==> config.mk <==
export PLATFORM = sky130hd
export DESIGN_NAME = change_logged_sample_ring_with_extremes
export DESIGN_NICKNAME = d
export VERILOG_FILES = /design/src/rtl/clsr_pkg.sv /design/src/rtl/change_logged_sample_ring_with_extremes.sv /design/src/rtl/clsr_log_ctrl.sv /design/src/rtl/clsr_extremes.sv
export SDC_FILE = /design/constraint.sdc
export NUM_CORES = 1
export LEC_CHECK = 0
export BUFFER_PORTS_ARGS = -buffer_cell sky130_fd_sc_hd__buf_2
export CAP_MARGIN = 20
export CELL_PAD_IN_SITES_DETAIL_PLACEMENT = 1
export CELL_PAD_IN_SITES_GLOBAL_PLACEMENT = 2
export CORE_MARGIN = 3
export CORE_UTILIZATION = 35
export CTS_CLUSTER_SIZE = 10
export DETAILED_ROUTE_END_ITERATION = 10
export PLACE_DENSITY_LB_ADDON = 0.12
export SLEW_MARGIN = 20
export SYNTH_ARGS = -nofsm -noshare
export SYNTH_HDL_FRONTEND = slang
export SYNTH_SLANG_ARGS = --single-unit
==> constraint.sdc <==
create_clock -name clk -period 2.96 [get_ports clk]
set_clock_uncertainty 0.05 [all_clocks]
set_input_delay 0.148 -clock clk [delete_from_list [all_inputs] [get_ports clk]]
set_output_delay 0.148 -clock clk [all_outputs]
set_load 0.02 [all_outputs]
==> src/rtl/clsr_pkg.sv <==
// Shared types and constants for the change-logged sample ring.
package clsr_pkg;

    localparam int HOUR_W   = 5;
    localparam int MINUTE_W = 6;
    localparam int SECOND_W = 6;
    localparam int TEMP_W   = 8;
    localparam int LIGHT_W  = 2;
    // Record light field is one bit wider so it can hold the "none yet" mark.
    localparam int REC_LIGHT_W = 3;

    localparam logic [TEMP_W-1:0]      MIN_TEMP_INIT  = 8'd200;
    localparam logic [REC_LIGHT_W-1:0] MIN_LIGHT_NONE = 3'd5;

    // Bit positions in the extremes-changed flags.
    localparam int CHG_MAX_TEMP  = 0;
    localparam int CHG_MAX_LIGHT = 1;
    localparam int CHG_MIN_TEMP  = 2;
    localparam int CHG_MIN_LIGHT = 3;
    localparam int CHG_W         = 4;

    // One timestamped sample as it enters and as it is logged.
    typedef struct packed {
        logic [HOUR_W-1:0]   hour;
        logic [MINUTE_W-1:0] minute;
        logic [SECOND_W-1:0] second;
        logic [TEMP_W-1:0]   temperature;
        logic [LIGHT_W-1:0]  light;
    } sample_t;

    // One extreme record: timestamp and both values.
    typedef struct packed {
        logic [HOUR_W-1:0]      hour;
        logic [MINUTE_W-1:0]    minute;
        logic [SECOND_W-1:0]    second;
        logic [TEMP_W-1:0]      temperature;
        logic [REC_LIGHT_W-1:0] light;
    } record_t;

    // Flags from the log controller for one request.
    typedef struct packed {
        logic logged;
        logic notice;
    } log_flags_t;

    // Extreme values and refresh flags for one request.
    typedef struct packed {
        logic [CHG_W-1:0]       changed;
        logic [TEMP_W-1:0]      max_temp;
        logic [TEMP_W-1:0]      min_temp;
        logic [LIGHT_W-1:0]     max_light;
        logic [REC_LIGHT_W-1:0] min_light;
    } ext_result_t;

endpackage

==> src/rtl/change_logged_sample_ring_with_extremes.sv <==
// Top level: sample ring log with extreme records and a registered result stage.
// The result of an accepted request sits in the output register from the next cycle on.
// Throughput: one request per cycle while the output register is empty or being drained.
// The state update is a single compare-and-select pass.
// Reset clears write slot, entry count, newest entry, max records; presets min records.
// The log memory is not cleared; it is write-only and never read back.
module change_logged_sample_ring_with_extremes
    import clsr_pkg::*;
#(
    parameter int LOG_DEPTH    = 20,
    parameter int NOTICE_COUNT = 10,
    localparam int SLOT_W      = $clog2(LOG_DEPTH),
    localparam int CNT_W       = $clog2(LOG_DEPTH + 1)
)
(
    input  logic                   clk,
    input  logic                   rst_n,
    input  logic                   in_valid,
    output logic                   in_ready,
    input  logic [HOUR_W-1:0]      hour,
    input  logic [MINUTE_W-1:0]    minute,
    input  logic [SECOND_W-1:0]    second,
    input  logic [TEMP_W-1:0]      temperature,
    input  logic [LIGHT_W-1:0]     light_level,
    output logic                   out_valid,
    input  logic                   out_ready,
    output logic                   logged,
    output logic [SLOT_W-1:0]      slot,
    output logic [CNT_W-1:0]       entry_count,
    output logic                   half_full_notice,
    output logic [CHG_W-1:0]       extremes_changed,
    output logic [TEMP_W-1:0]      max_temperature,
    output logic [TEMP_W-1:0]      min_temperature,
    output logic [LIGHT_W-1:0]     max_light,
    output logic [REC_LIGHT_W-1:0] min_light
);

    sample_t           sample;
    logic              accept;
    log_flags_t        flags;
    logic [SLOT_W-1:0] slot_now;
    logic [CNT_W-1:0]  count_now;
    ext_result_t       ext;

    logic              out_valid_reg, out_valid_next;
    log_flags_t        flags_reg;
    logic [SLOT_W-1:0] slot_reg;
    logic [CNT_W-1:0]  count_reg;
    ext_result_t       ext_reg;

    // Handshake: take a request whenever the result register can move.
    always_comb
    begin
        in_ready = !out_valid_reg || out_ready;
        accept   = in_valid && in_ready;
        sample   = '{hour: hour, minute: minute, second: second,
                     temperature: temperature, light: light_level};
    end

    clsr_log_ctrl #(
        .LOG_DEPTH    (LOG_DEPTH),
        .NOTICE_COUNT (NOTICE_COUNT),
        .SLOT_W       (SLOT_W),
        .CNT_W        (CNT_W)
    ) u_log (
        .clk         (clk),
        .rst_n       (rst_n),
        .accept      (accept),
        .sample      (sample),
        .flags       (flags),
        .slot        (slot_now),
        .entry_count (count_now)
    );

    clsr_extremes u_ext (
        .clk    (clk),
        .rst_n  (rst_n),
        .accept (accept),
        .sample (sample),
        .result (ext)
    );

    // Output valid follows accepts and drains.
    always_comb
    begin
        out_valid_next = out_valid_reg;
        if (accept)
        begin
            out_valid_next = 1'b1;
        end
        else if (out_ready)
        begin
            out_valid_next = 1'b0;
        end
    end

    always_ff @(posedge clk or negedge rst_n)
    begin
        if (!rst_n)
        begin
            out_valid_reg <= 1'b0;
        end
        else
        begin
            out_valid_reg <= out_valid_next;
        end
    end

    // Result payload register.
    always_ff @(posedge clk)
    begin
        if (accept)
        begin
            flags_reg <= flags;
            slot_reg  <= slot_now;
            count_reg <= count_now;
            ext_reg   <= ext;
        end
    end

    always_comb
    begin
        out_valid        = out_valid_reg;
        logged           = flags_reg.logged;
        half_full_notice = flags_reg.notice;
        slot             = slot_reg;
        entry_count      = count_reg;
        extremes_changed = ext_reg.changed;
        max_temperature  = ext_reg.max_temp;
        min_temperature  = ext_reg.min_temp;
        max_light        = ext_reg.max_light;
        min_light        = ext_reg.min_light;
    end

    // An accepted request always shows up as a result in the next cycle.
    assert property (@(posedge clk) disable iff (!rst_n) accept |=> out_valid)
        else $error("accepted request produced no result");

    // A logged sample leaves at least one entry in the log.
    assert property (@(posedge clk) disable iff (!rst_n)
        (out_valid && logged) |-> (entry_count != '0))
        else $error("logged sample with empty log");

    // The notice only comes with an append.
    assert property (@(posedge clk) disable iff (!rst_n)
        (out_valid && half_full_notice) |-> logged)
        else $error("notice without append");

    // The entry count never passes the depth.
    assert property (@(posedge clk) disable iff (!rst_n)
        out_valid |-> (entry_count <= CNT_W'(LOG_DEPTH)))
        else $error("entry count beyond depth");

endmodule

==> src/rtl/clsr_log_ctrl.sv <==
// Circular log: write slot, entry count, newest-entry compare and log memory.
module clsr_log_ctrl
    import clsr_pkg::*;
#(
    parameter int LOG_DEPTH    = 20,
    parameter int NOTICE_COUNT = 10,
    parameter int SLOT_W       = $clog2(LOG_DEPTH),
    parameter int CNT_W        = $clog2(LOG_DEPTH + 1)
)
(
    input  logic              clk,
    input  logic              rst_n,
    input  logic              accept,
    input  sample_t           sample,
    output log_flags_t        flags,
    output logic [SLOT_W-1:0] slot,
    output logic [CNT_W-1:0]  entry_count
);

    localparam logic [SLOT_W-1:0] LAST_SLOT  = SLOT_W'(LOG_DEPTH - 1);
    localparam logic [CNT_W-1:0]  FULL_COUNT = CNT_W'(LOG_DEPTH);
    localparam bit                NOTICE_ON  = (NOTICE_COUNT <= LOG_DEPTH);
    localparam logic [CNT_W-1:0]  NOTICE_VAL = CNT_W'(NOTICE_COUNT);

    logic [SLOT_W-1:0]  write_slot_reg, write_slot_next;
    logic [CNT_W-1:0]   count_reg, count_next;
    logic [TEMP_W-1:0]  newest_temp_reg, newest_temp_next;
    logic [LIGHT_W-1:0] newest_light_reg, newest_light_next;
    logic               log_now;
    logic               count_grows;
    sample_t            log_mem [LOG_DEPTH];

    // Append when the log is empty or the values differ from the newest entry.
    always_comb
    begin
        log_now = (count_reg == '0) ||
                  (sample.temperature != newest_temp_reg) ||
                  (sample.light != newest_light_reg);
        count_grows = log_now && (count_reg != FULL_COUNT);
    end

    // Next-state logic for slot, count and the newest entry.
    always_comb
    begin
        write_slot_next   = write_slot_reg;
        count_next        = count_reg;
        newest_temp_next  = newest_temp_reg;
        newest_light_next = newest_light_reg;
        if (accept && log_now)
        begin
            write_slot_next   = (write_slot_reg == LAST_SLOT) ? '0 : write_slot_reg + 1'b1;
            newest_temp_next  = sample.temperature;
            newest_light_next = sample.light;
            if (count_grows)
            begin
                count_next = count_reg + 1'b1;
            end
        end
    end

    // Result fields for the current request.
    always_comb
    begin
        flags.logged = log_now;
        flags.notice = NOTICE_ON && count_grows && ((count_reg + 1'b1) == NOTICE_VAL);
        slot         = write_slot_reg;
        entry_count  = count_grows ? count_reg + 1'b1 : count_reg;
    end

    always_ff @(posedge clk or negedge rst_n)
    begin
        if (!rst_n)
        begin
            write_slot_reg   <= '0;
            count_reg        <= '0;
            newest_temp_reg  <= '0;
            newest_light_reg <= '0;
        end
        else
        begin
            write_slot_reg   <= write_slot_next;
            count_reg        <= count_next;
            newest_temp_reg  <= newest_temp_next;
            newest_light_reg <= newest_light_next;
        end
    end

    // Log storage, written at the current slot on each append.
    always_ff @(posedge clk)
    begin
        if (accept && log_now)
        begin
            log_mem[write_slot_reg] <= sample;
        end
    end

endmodule

==> src/rtl/clsr_extremes.sv <==
// Max and min records for temperature and light, refreshed on ties.
module clsr_extremes
    import clsr_pkg::*;
(
    input  logic        clk,
    input  logic        rst_n,
    input  logic        accept,
    input  sample_t     sample,
    output ext_result_t result
);

    record_t max_temp_reg, max_temp_next;
    record_t max_light_reg, max_light_next;
    record_t min_temp_reg, min_temp_next;
    record_t min_light_reg, min_light_next;
    record_t sample_rec;
    logic [REC_LIGHT_W-1:0] light_ext;
    logic [CHG_W-1:0] changed;

    // Compare the sample against each record.
    always_comb
    begin
        light_ext  = {1'b0, sample.light};
        sample_rec = '{hour: sample.hour, minute: sample.minute, second: sample.second,
                       temperature: sample.temperature, light: light_ext};
        changed                = '0;
        changed[CHG_MAX_TEMP]  = sample.temperature >= max_temp_reg.temperature;
        changed[CHG_MAX_LIGHT] = light_ext >= max_light_reg.light;
        changed[CHG_MIN_TEMP]  = sample.temperature <= min_temp_reg.temperature;
        changed[CHG_MIN_LIGHT] = light_ext <= min_light_reg.light;
    end

    // Record updates on an accepted request.
    always_comb
    begin
        max_temp_next  = max_temp_reg;
        max_light_next = max_light_reg;
        min_temp_next  = min_temp_reg;
        min_light_next = min_light_reg;
        if (accept)
        begin
            if (changed[CHG_MAX_TEMP])
            begin
                max_temp_next = sample_rec;
            end
            if (changed[CHG_MAX_LIGHT])
            begin
                max_light_next = sample_rec;
            end
            if (changed[CHG_MIN_TEMP])
            begin
                min_temp_next = sample_rec;
            end
            if (changed[CHG_MIN_LIGHT])
            begin
                min_light_next = sample_rec;
            end
        end
    end

    // Values after this sample are the updated records.
    always_comb
    begin
        result.changed   = changed;
        result.max_temp  = max_temp_next.temperature;
        result.min_temp  = min_temp_next.temperature;
        result.max_light = max_light_next.light[LIGHT_W-1:0];
        result.min_light = min_light_next.light;
    end

    always_ff @(posedge clk or negedge rst_n)
    begin
        if (!rst_n)
        begin
            max_temp_reg  <= '0;
            max_light_reg <= '0;
            min_temp_reg  <= '{hour: '0, minute: '0, second: '0,
                               temperature: MIN_TEMP_INIT, light: '0};
            min_light_reg <= '{hour: '0, minute: '0, second: '0,
                               temperature: '0, light: MIN_LIGHT_NONE};
        end
        else
        begin
            max_temp_reg  <= max_temp_next;
            max_light_reg <= max_light_next;
            min_temp_reg  <= min_temp_next;
            min_light_reg <= min_light_next;
        end
    end

endmodule
Yosys cells after proc, flatten, opt, wreduce, memory -nomap -nowiden
Cells that the tools add are included.

Flip-flop bits (word level): 83. Input bits: 31.

Equality and inequality tests: 5. Order comparisons: 4. Mux-type cells: 12. Add/sub/neg operators: 2. Reduce and logical (&&, ||, !) cells: 12.

Operator list (number): two-way mux 11 bit (4); adder 5 x 1 -> 5 bit, second input constant (2); two-way mux 5 bit (2); >= comparator 8 bit (1); <= comparator 8 bit (1); inequality test 8 bit (1); two-way mux 3 bit (2); equality test 5 x 4 -> 1 bit, second input constant (1); equality test 5 bit, second input constant (1); logical NOT 5 bit (1); inequality test 5 bit, second input constant (1); logical AND 1 bit (4); two-way mux 2 bit (2); AND reduction 2 bit (2); <= comparator 2 x 3 -> 1 bit (1); logical OR 1 bit (3); >= comparator 2 bit (1); two-way mux 1 bit (2); inequality test 2 bit (1); nonzero test 2 bit (1); logical NOT 1 bit (1).

Logic depth before layout (Yosys ltp)
Gate-level depths: netlist of the first run.

Depth after elaboration: 5. Depth in mapped cells: 9. Gate-level depth less buffers: 7.

Modules after synthesis
Synthesis of the first run repeated with hierarchy kept, for this count alone.

Cell total of the unflattened synthesis: 267. Area total of the unflattened synthesis: 3649.8 um2.

Modules (own cells, without submodules): clsr_extremes (area each 1295.0 um2, instances 1, cells each 120); clsr_log_ctrl (area each 1189.9 um2, instances 1, cells each 106); change_logged_sample_ring_with_extremes (area each 1164.9 um2, instances 1, cells each 41).

Worst setup path after synthesis of the first run
Ideal clock, no wire load.

Kind: flip-flop to flip-flop. Start: register u_ext.min_temp_reg[6] (netlist name). End: register ext_reg, in the netlist min_temperature[6] (data pin). Slack: 0.766 ns. Buffers on the path: 2. Stages on the path, launching flop included: 10. Clock period less this slack: 2.194 ns. Data required time: 2.639 ns. Data arrival time: 1.872 ns. Library setup time: 0.271 ns. Cell sequence: dfstp_2 > inv_1 > ha_1 > nand4_1 > or2_2 > clkbuf_1 > clkbuf_1 > o22ai_1 > a31oi_1 > nand3_1.

RTL lines: from (decl) (RTL line clsr_extremes.sv:14) `record_t min_temp_reg, min_temp_next;`; from (signal assigned) (RTL line clsr_extremes.sv:77) `min_temp_reg <= '{hour: '0, minute: '0, second: '0,`; from (signal assigned) (RTL line clsr_extremes.sv:86) `min_temp_reg <= min_temp_next;`; to (signal assigned) (RTL line change_logged_sample_ring_with_extremes.sv:117) `ext_reg <= ext;`; to (decl) (RTL line change_logged_sample_ring_with_extremes.sv:49) `ext_result_t ext_reg;`.

Final worst setup path of the first run
Start: register u_log.count_reg[0]. End: register u_log.count_reg[1].

Word-level cells in the longest chain between the ends: 5.

Ends and longest elaborated chain: from (decl) (RTL line clsr_log_ctrl.sv:26) `logic [CNT_W-1:0] count_reg, count_next;`; from (signal assigned) (RTL line clsr_log_ctrl.sv:82) `count_reg <= count_next;`; branches (longest 5 deep; another with adder 5 x 1 -> 5 bit).

Parallel ways; which one is timed is not known. A chain may end at the register's enable or synchronous reset.

==> flow_summary.toml, run 1 <==
[run_status]
outcome = "complete, no violations"

[synth]
synth_top_area_share = 0.285
synth_top_family_by_area = "simple AND/OR/NAND/NOR gates"
synthXorXnorAreaFrac = 0.0379
synth_simple_gate_area_share = 0.139
synth_edf_count = 37
synth_common_cells = "dfrtp_1 (37), edfxtp_1 (37), nand2_1 (26), ha_1 (25), inv_1 (24)"
synth_compound_area_frac = 0.0995
synth.mux.area_fraction = 0.0469
synth_cell_type_count = 48
avgSynthCellArea_sq_um = 12.3
synth_seq_area_share = 0.556
async_reset_ff_frac = 0.532
syn_inst = 317
yosys_warnings = 0
netlist_area_sq_mm = 0.00390
synth.area.top_cells = "edfxtp_1 (28%), dfrtp_1 (24%), ha_1 (8.0%)"
ys_ff_latch = 79
yosys.area.top_type = "edfxtp_1"
synthAdderAreaFrac = 0.0802
syn_nets = 373
synth-main-ff-cell = "edfxtp_1"

[power_and_ir_drop]
ir_worst_vdd_mv = 0.341
powerDensity_mw_per_mm2 = 927
power_leakage_nw = 1.95
fin_total_pwr_mw = 4.22

[sta]
tns_ns = 0
final-hold-violation-count = 0
tightest_slew_ns = 0.667
fmax_mhz = 439
max_slew_margin = 0.553
final-max-slew-violation-count = 0
period_share = 0.770
fin_crit_ns = 2.28
setup_violations = 0
rsz0062_at_grt = "no"

[clocking]
htree_levels = 3
clockRootBuffer = "clkbuf_8"
numCtsBuffers = 9
path_clk_slew_ns = 0.08
clk_latency_ns = 0.34
clkSinkCount = 79
clock_path_buffers = 2
post_cts_resize_count = 0
cts_tree = "yes"

[critical_path]
end_kind = "flip-flop"
worstPathRequired_ns = 3.13
crit_arrival_ns = 2.45
start_kind = "flip-flop"
critPathKind = "reg2reg"
worst-path-max-fanout = 16

[die]
fp.dieW_um = 112
die_area_sq_mm = 0.0124
die_h_um = 112
core_area_sq_mm = 0.0106
num_io_pins = 70
start_util = 0.369
rows = 37

[grt]
grt_max_degree = 43
grt_pass1_wl_um = 14200
antenna_found_initial = 0
grt_overflow_total = 0
grt_pass1_vias = 2771
track_usage = 0.140

[drt]
via_count = 2623
postRouteAntennaNets = 0
routedWlPerCell_um = 16.3
dr.pass1.iters = 4
viasPerCell = 5.10
drt_iter0_markers = 101
drt-total-wl_um = 8380
drc = 0

[hold_path]
min_path_type = "in2reg"

[final_layout]
nNetsFinal = 429
synthToLayoutAreaGrowth_pct = 16.8
finalInstanceArea_sq_mm = 0.00455
diodes = 0
drive_gt1_frac = 0.288

[place]
dpl_cell_area_sq_mm = 0.00430
dpl.hpwl_um = 5870
port_buffers = 52
gp_congestion = 0.721

[flow_run]
maxCapViolations = 0
[through the flow]
step / utilization / hold slack, ns / cells / worst slack (ns)
finish: 0.431 / 0.0826 / 514 / 0.681
global route: 0.431 / 0.0761 / 514 / 0.501
CTS: 0.431 / 0.0707 / 514 / 0.431
detailed placement: 0.407 / 0.356 / 497 / 0.426
global placement: 0.407 / 0.353 / 497 / 0.557
floorplan: - / -0.198 / 317 / 0.766
[metal layers]
metal	share of wire	global-route usage
met1	0.45	0.176
met2	0.50	0.244
met3	0.027	0.0293
met4	0.017	0.0397
met5	0	0
[where the power goes]
part,switching [mW],internal [mW],leakage [nW]
sequential,0.234,1.59,0.837
clock,0.399,0.565,0.114
combinational,0.822,0.611,0.998
[cell usage in the layout, fill, tap and decap left out, drive strengths merged, types with 3 or more instances in the layout]
cell	synthesis	layout
buf	5	57
edfxtp	37	37
dfrtp	37	37
nand2	27	27
ha	25	25
inv	24	25
nand3	24	24
mux2	15	15
a31oi	12	12
a21oi	11	11
xor2	11	11
clkbuf	8	11
o211ai	9	9
o21ai	8	8
or4	8	8
o22ai	7	7
nor2b	6	6
xnor2	5	5
dfstp	5	5
and2	4	4
nand2b	3	3
nor2	3	3
nand4	3	3
and3	3	3
bufinv	0	3
[path summary, 6_finish.rpt]
| check | endpoint | slack [ns] | start | cells after the start |
|---|---|---|---|---|
| setup / recovery | u_log.count_reg[1] | 0.68 | u_log.count_reg[0] | 7 |
| max in group asynchronous | u_log.newest_temp_reg[2] | 2.14 | rst_n | 2 |
| setup reg to reg | u_log.count_reg[1] | 0.68 | u_log.count_reg[0] | 7 |
| hold reg to reg | u_log.newest_temp_reg[1] | 0.45 | u_log.newest_temp_reg[1] | 2 |
| min in group asynchronous | u_ext.max_light_reg[0] | 0.31 | rst_n | 2 |
| hold / removal | u_log.newest_light_reg[0] | 0.08 | light_level[0] | 2 |
[worst max-delay path, cell delays in order, from the launching register on]
cell,delay [ns]
dfrtp_1,0.45
inv_1,0.10
ha_1,0.23
nor4b_4,0.15
nor4_4,0.39
a31oi_4,0.29
nand2_2,0.17
mux2_1,0.33
[cells by family after synthesis]
group	after synthesis
xor+xnor	16
simple gates	88
mux	16
compound gates	56
buf+inv	37
flops	79
fa+ha+maj	25
[final cells by class]
| cell class | instances | area [sq um] |
|---|---|---|
| clock buffer | 11 | 131 |
| timing repair buffer | 58 | 310 |
| sequential | 79 | 2170 |
| multi-input combinational | 201 | 1580 |
| fill | 1157 | 6000 |
| clock inverter | 5 | 106 |
| inverter | 24 | 90.1 |
| tap | 136 | 170 |
[repair_timing]
action                                 in CTS  in global routing
endpoints found under the hold margin      30                  0
buffers inserted                            0                  0
hold buffers                                1                  0
(Power assumes the default switching activity.)
==> run 2: changes to the inputs <==
--- a/config.mk
+++ b/config.mk
@@ -5,12 +5,13 @@
 export SDC_FILE = /design/constraint.sdc
 export NUM_CORES = 1
 export LEC_CHECK = 0
+export ABC_AREA = 1
 export BUFFER_PORTS_ARGS = -buffer_cell sky130_fd_sc_hd__buf_2
 export CAP_MARGIN = 20
 export CELL_PAD_IN_SITES_DETAIL_PLACEMENT = 1
 export CELL_PAD_IN_SITES_GLOBAL_PLACEMENT = 2
 export CORE_MARGIN = 3
-export CORE_UTILIZATION = 35
+export CORE_UTILIZATION = 31
 export CTS_CLUSTER_SIZE = 10
 export DETAILED_ROUTE_END_ITERATION = 10
 export PLACE_DENSITY_LB_ADDON = 0.12
==> constraint.sdc (replaced) <==
create_clock -name clk -period 1.98 [get_ports clk]
set_clock_uncertainty 0.05 [all_clocks]
set_input_delay 0.099 -clock clk [delete_from_list [all_inputs] [get_ports clk]]
set_output_delay 0.099 -clock clk [all_outputs]
set_load 0.02 [all_outputs]
==> flow_summary.toml, run 2 <==
[drt]
viasPerCell = 4.58
postRouteAntennaNets = 0
dr.pass1.iters = 4
drt-total-wl_um = 8800
routedWlPerCell_um = 14.9
via_count = 2710
drc = 0
drt_iter0_markers = 134

[clocking]
clkSinkCount = 79
clock_path_buffers = 2
htree_levels = 3
clockRootBuffer = "clkbuf_16"
cts_tree = "yes"
numCtsBuffers = 9
path_clk_slew_ns = 0.06
clk_latency_ns = 0.34

[critical_path]
path_delay_family = "flip-flops"
critPathKind = "reg2reg"
worstReg2RegStart = "u_ext.min_temp_reg[6]"
r2r_cells = 10
crit_chain = "inv_1 > ha_4 > nand2_1 > o21ai_1 > nand2_1 > nand3_2 > nand2_4 > buf_4 > nand3_1 > nand2_1"
reg2reg_slack_ns = 0.08
start_kind = "flip-flop"
crit_slowest_cell = "dfstp_2"
critical_path_depth = 10
crit_arrival_ns = 1.94
worstPathRequired_ns = 2.02
crit_buf_inv = 2
worst-path-max-fanout = 4
slowest_delay_ns = 0.53
worstSetupEndpoint = "min_temperature[2]"
timing.rr.end = "min_temperature[2]"
crit_start = "u_ext.min_temp_reg[6]"
end_kind = "flip-flop"
worst_path_most_repeated_cell = "nand2_1"

[final_layout]
fin_util = 0.403
fill_cells = 1349
synthToLayoutAreaGrowth_pct = 25.4
nNetsFinal = 500
final_common_cell = "nand2_1"
diodes = 0
layout_common_cells = "nand2_1 (105), buf_2 (52), inv_1 (43), edfxtp_1 (37), dfrtp_1 (37)"
drive_gt1_frac = 0.243

[die]
num_io_pins = 70
die_h_um = 116
start_util = 0.321
rows = 39
core_area_sq_mm = 0.0116
fp.dieW_um = 116
die_area_sq_mm = 0.0134

[synth]
synth_cell_type_count = 30
yosys.area.top_type = "edfxtp_1"
synth-main-ff-cell = "edfxtp_1"
syn_inst = 367
synth_edf_count = 37
synth_top_area_share = 0.298
synth.area.top_cells = "edfxtp_1 (30%), dfrtp_1 (25%), nand2_1 (11%)"
yosys_warnings = 0
avgSynthCellArea_sq_um = 10.2
synth.most_common_cell = "nand2_1"
netlist_area_sq_mm = 0.00373
syn_nets = 423
synth_seq_area_share = 0.581
ys_ff_latch = 79
async_reset_ff_frac = 0.532
synth_common_cells = "nand2_1 (111), inv_1 (44), dfrtp_1 (37), edfxtp_1 (37), nand3_1 (29)"

[sta]
setup_violations = 0
max_slew_margin = 0.599
tightest_slew_ns = 0.601
final-hold-violation-count = 0
final-max-slew-violation-count = 0
fmax_mhz = 526
period_share = 0.960
rsz0062_at_grt = "yes"
fin_crit_ns = 1.90

[place]
gp_congestion = 0.747
dpl.hpwl_um = 5780
port_buffers = 52

[power_and_ir_drop]
fin_total_pwr_mw = 6.44
power_leakage_nw = 2.25
powerDensity_mw_per_mm2 = 1380
ir_worst_vdd_mv = 0.444

[grt]
grt_pass1_wl_um = 14700
grt_overflow_total = 0
track_usage = 0.143
grt_pass1_vias = 2819
grt_max_degree = 43
antenna_found_initial = 0

[run_status]
outcome = "complete, no violations"

[flow_run]
maxCapViolations = 0

[hold_path]
min_path_type = "in2reg"
run 2: changes by cell type in the layout (fill, tap and decap cells not counted), moves of 7 or more:
cell and change:
a31oi_1 -10, clkbuf_16 +9, clkbuf_8 -7, inv_1 +20, mux2_2 -12, nand2_1 +79
nor2_1 +9, o211ai_1 -9, o22ai_1 -7, or4_1 -8
run 2: layer usage:
metal | routed length (um) | global-route usage | up-vias
met5 | 0 | 0 | -
met3 | 227 | 0.0266 | 13
li1 | - | - | 1353
met1 | 4400 | 0.201 | 1307
met2 | 3980 | 0.213 | 37
met4 | 195 | 0.0719 | 0
run 2: how the worst min path moves through the flow:
stage / startpoint / to / slack [ns] / cells past startpoint
2_1_floorplan: rst_n / out_valid / -0.25 / 0
3_3_place_gp: rst_n / u_log.count_reg[1] / 0.20 / 2
3_5_place_dp: rst_n / u_log.count_reg[1] / 0.19 / 2
4_1_cts: temperature[3] / u_log.newest_temp_reg[3] / 0.02 / 3
5_1_grt: temperature[2] / u_log.newest_temp_reg[2] / 0.05 / 3
6_report: temperature[2] / u_log.newest_temp_reg[2] / 0.04 / 3
run 2: worst min-delay path, delay by kind of cell:
kind	cells	cell delay [ns]
AND/OR/NAND/NOR	2	0.12
buffers and inverters	1	0.16
run 2: final cells by class:
type	count	area, sq um	area share
Clock buffer	12	256	0.0548
Clock inverter	4	43.8	0.00935
Sequential cell	79	2170	0.463
Timing Repair Buffer	71	442	0.0943
Tap cell	143	179	0.0382
Multi-Input combinational cell	237	1420	0.302
Inverter	46	178	0.0379
run 2: cell families (layout without fill, tap and decap cells):
kind of cell             after synthesis  count (layout)  share of synthesized area
AND/OR/NAND/NOR                      177             177                      0.217
flip-flops                            79              79                      0.581
buffers and inverters                 51             133                     0.0580
adder cells (fa/ha/maj)               25              25                     0.0838
AO/OA/AOI/OAI                         23              23                     0.0315
XOR/XNOR                              11              11                     0.0258
multiplexers                           1               1                    0.00268
run 2: timing repair:
action	4_1_cts	5_1_grt
hold endpoints to repair	39	0
endpoints found under the setup margin	8	20
hold buffers	4	0
gates resized for setup	1	16
setup buffers	0	1
pin swaps	0	6
cloned	0	1
run 2: power breakdown:
group | internal [mW] | leakage, nW | switching (mW)
sequential | 2.34 | 0.868 | 0.255
clock | 1.04 | 0.150 | 0.641
combinational | 0.848 | 1.23 | 1.31
total | 4.23 | 2.25 | 2.21
run 2: stage by stage:
step | setup slack, ns | TNS [ns] | hold WS (ns) | std cells | instance area [sq um]
2_1_floorplan | 0.0479 | 0 | -0.247 | 367 | 3740
4_1_cts | 0.0306 | 0 | 0.0183 | 590 | 4600
3_3_place_gp | -0.00486 | -0.0170 | 0.201 | 570 | 4260
5_1_grt | -0.00580 | -0.0104 | 0.0530 | 592 | 4680
3_5_place_dp | -0.0608 | -0.366 | 0.193 | 570 | 4260
6_report | 0.0783 | 0 | 0.0397 | 592 | 4680
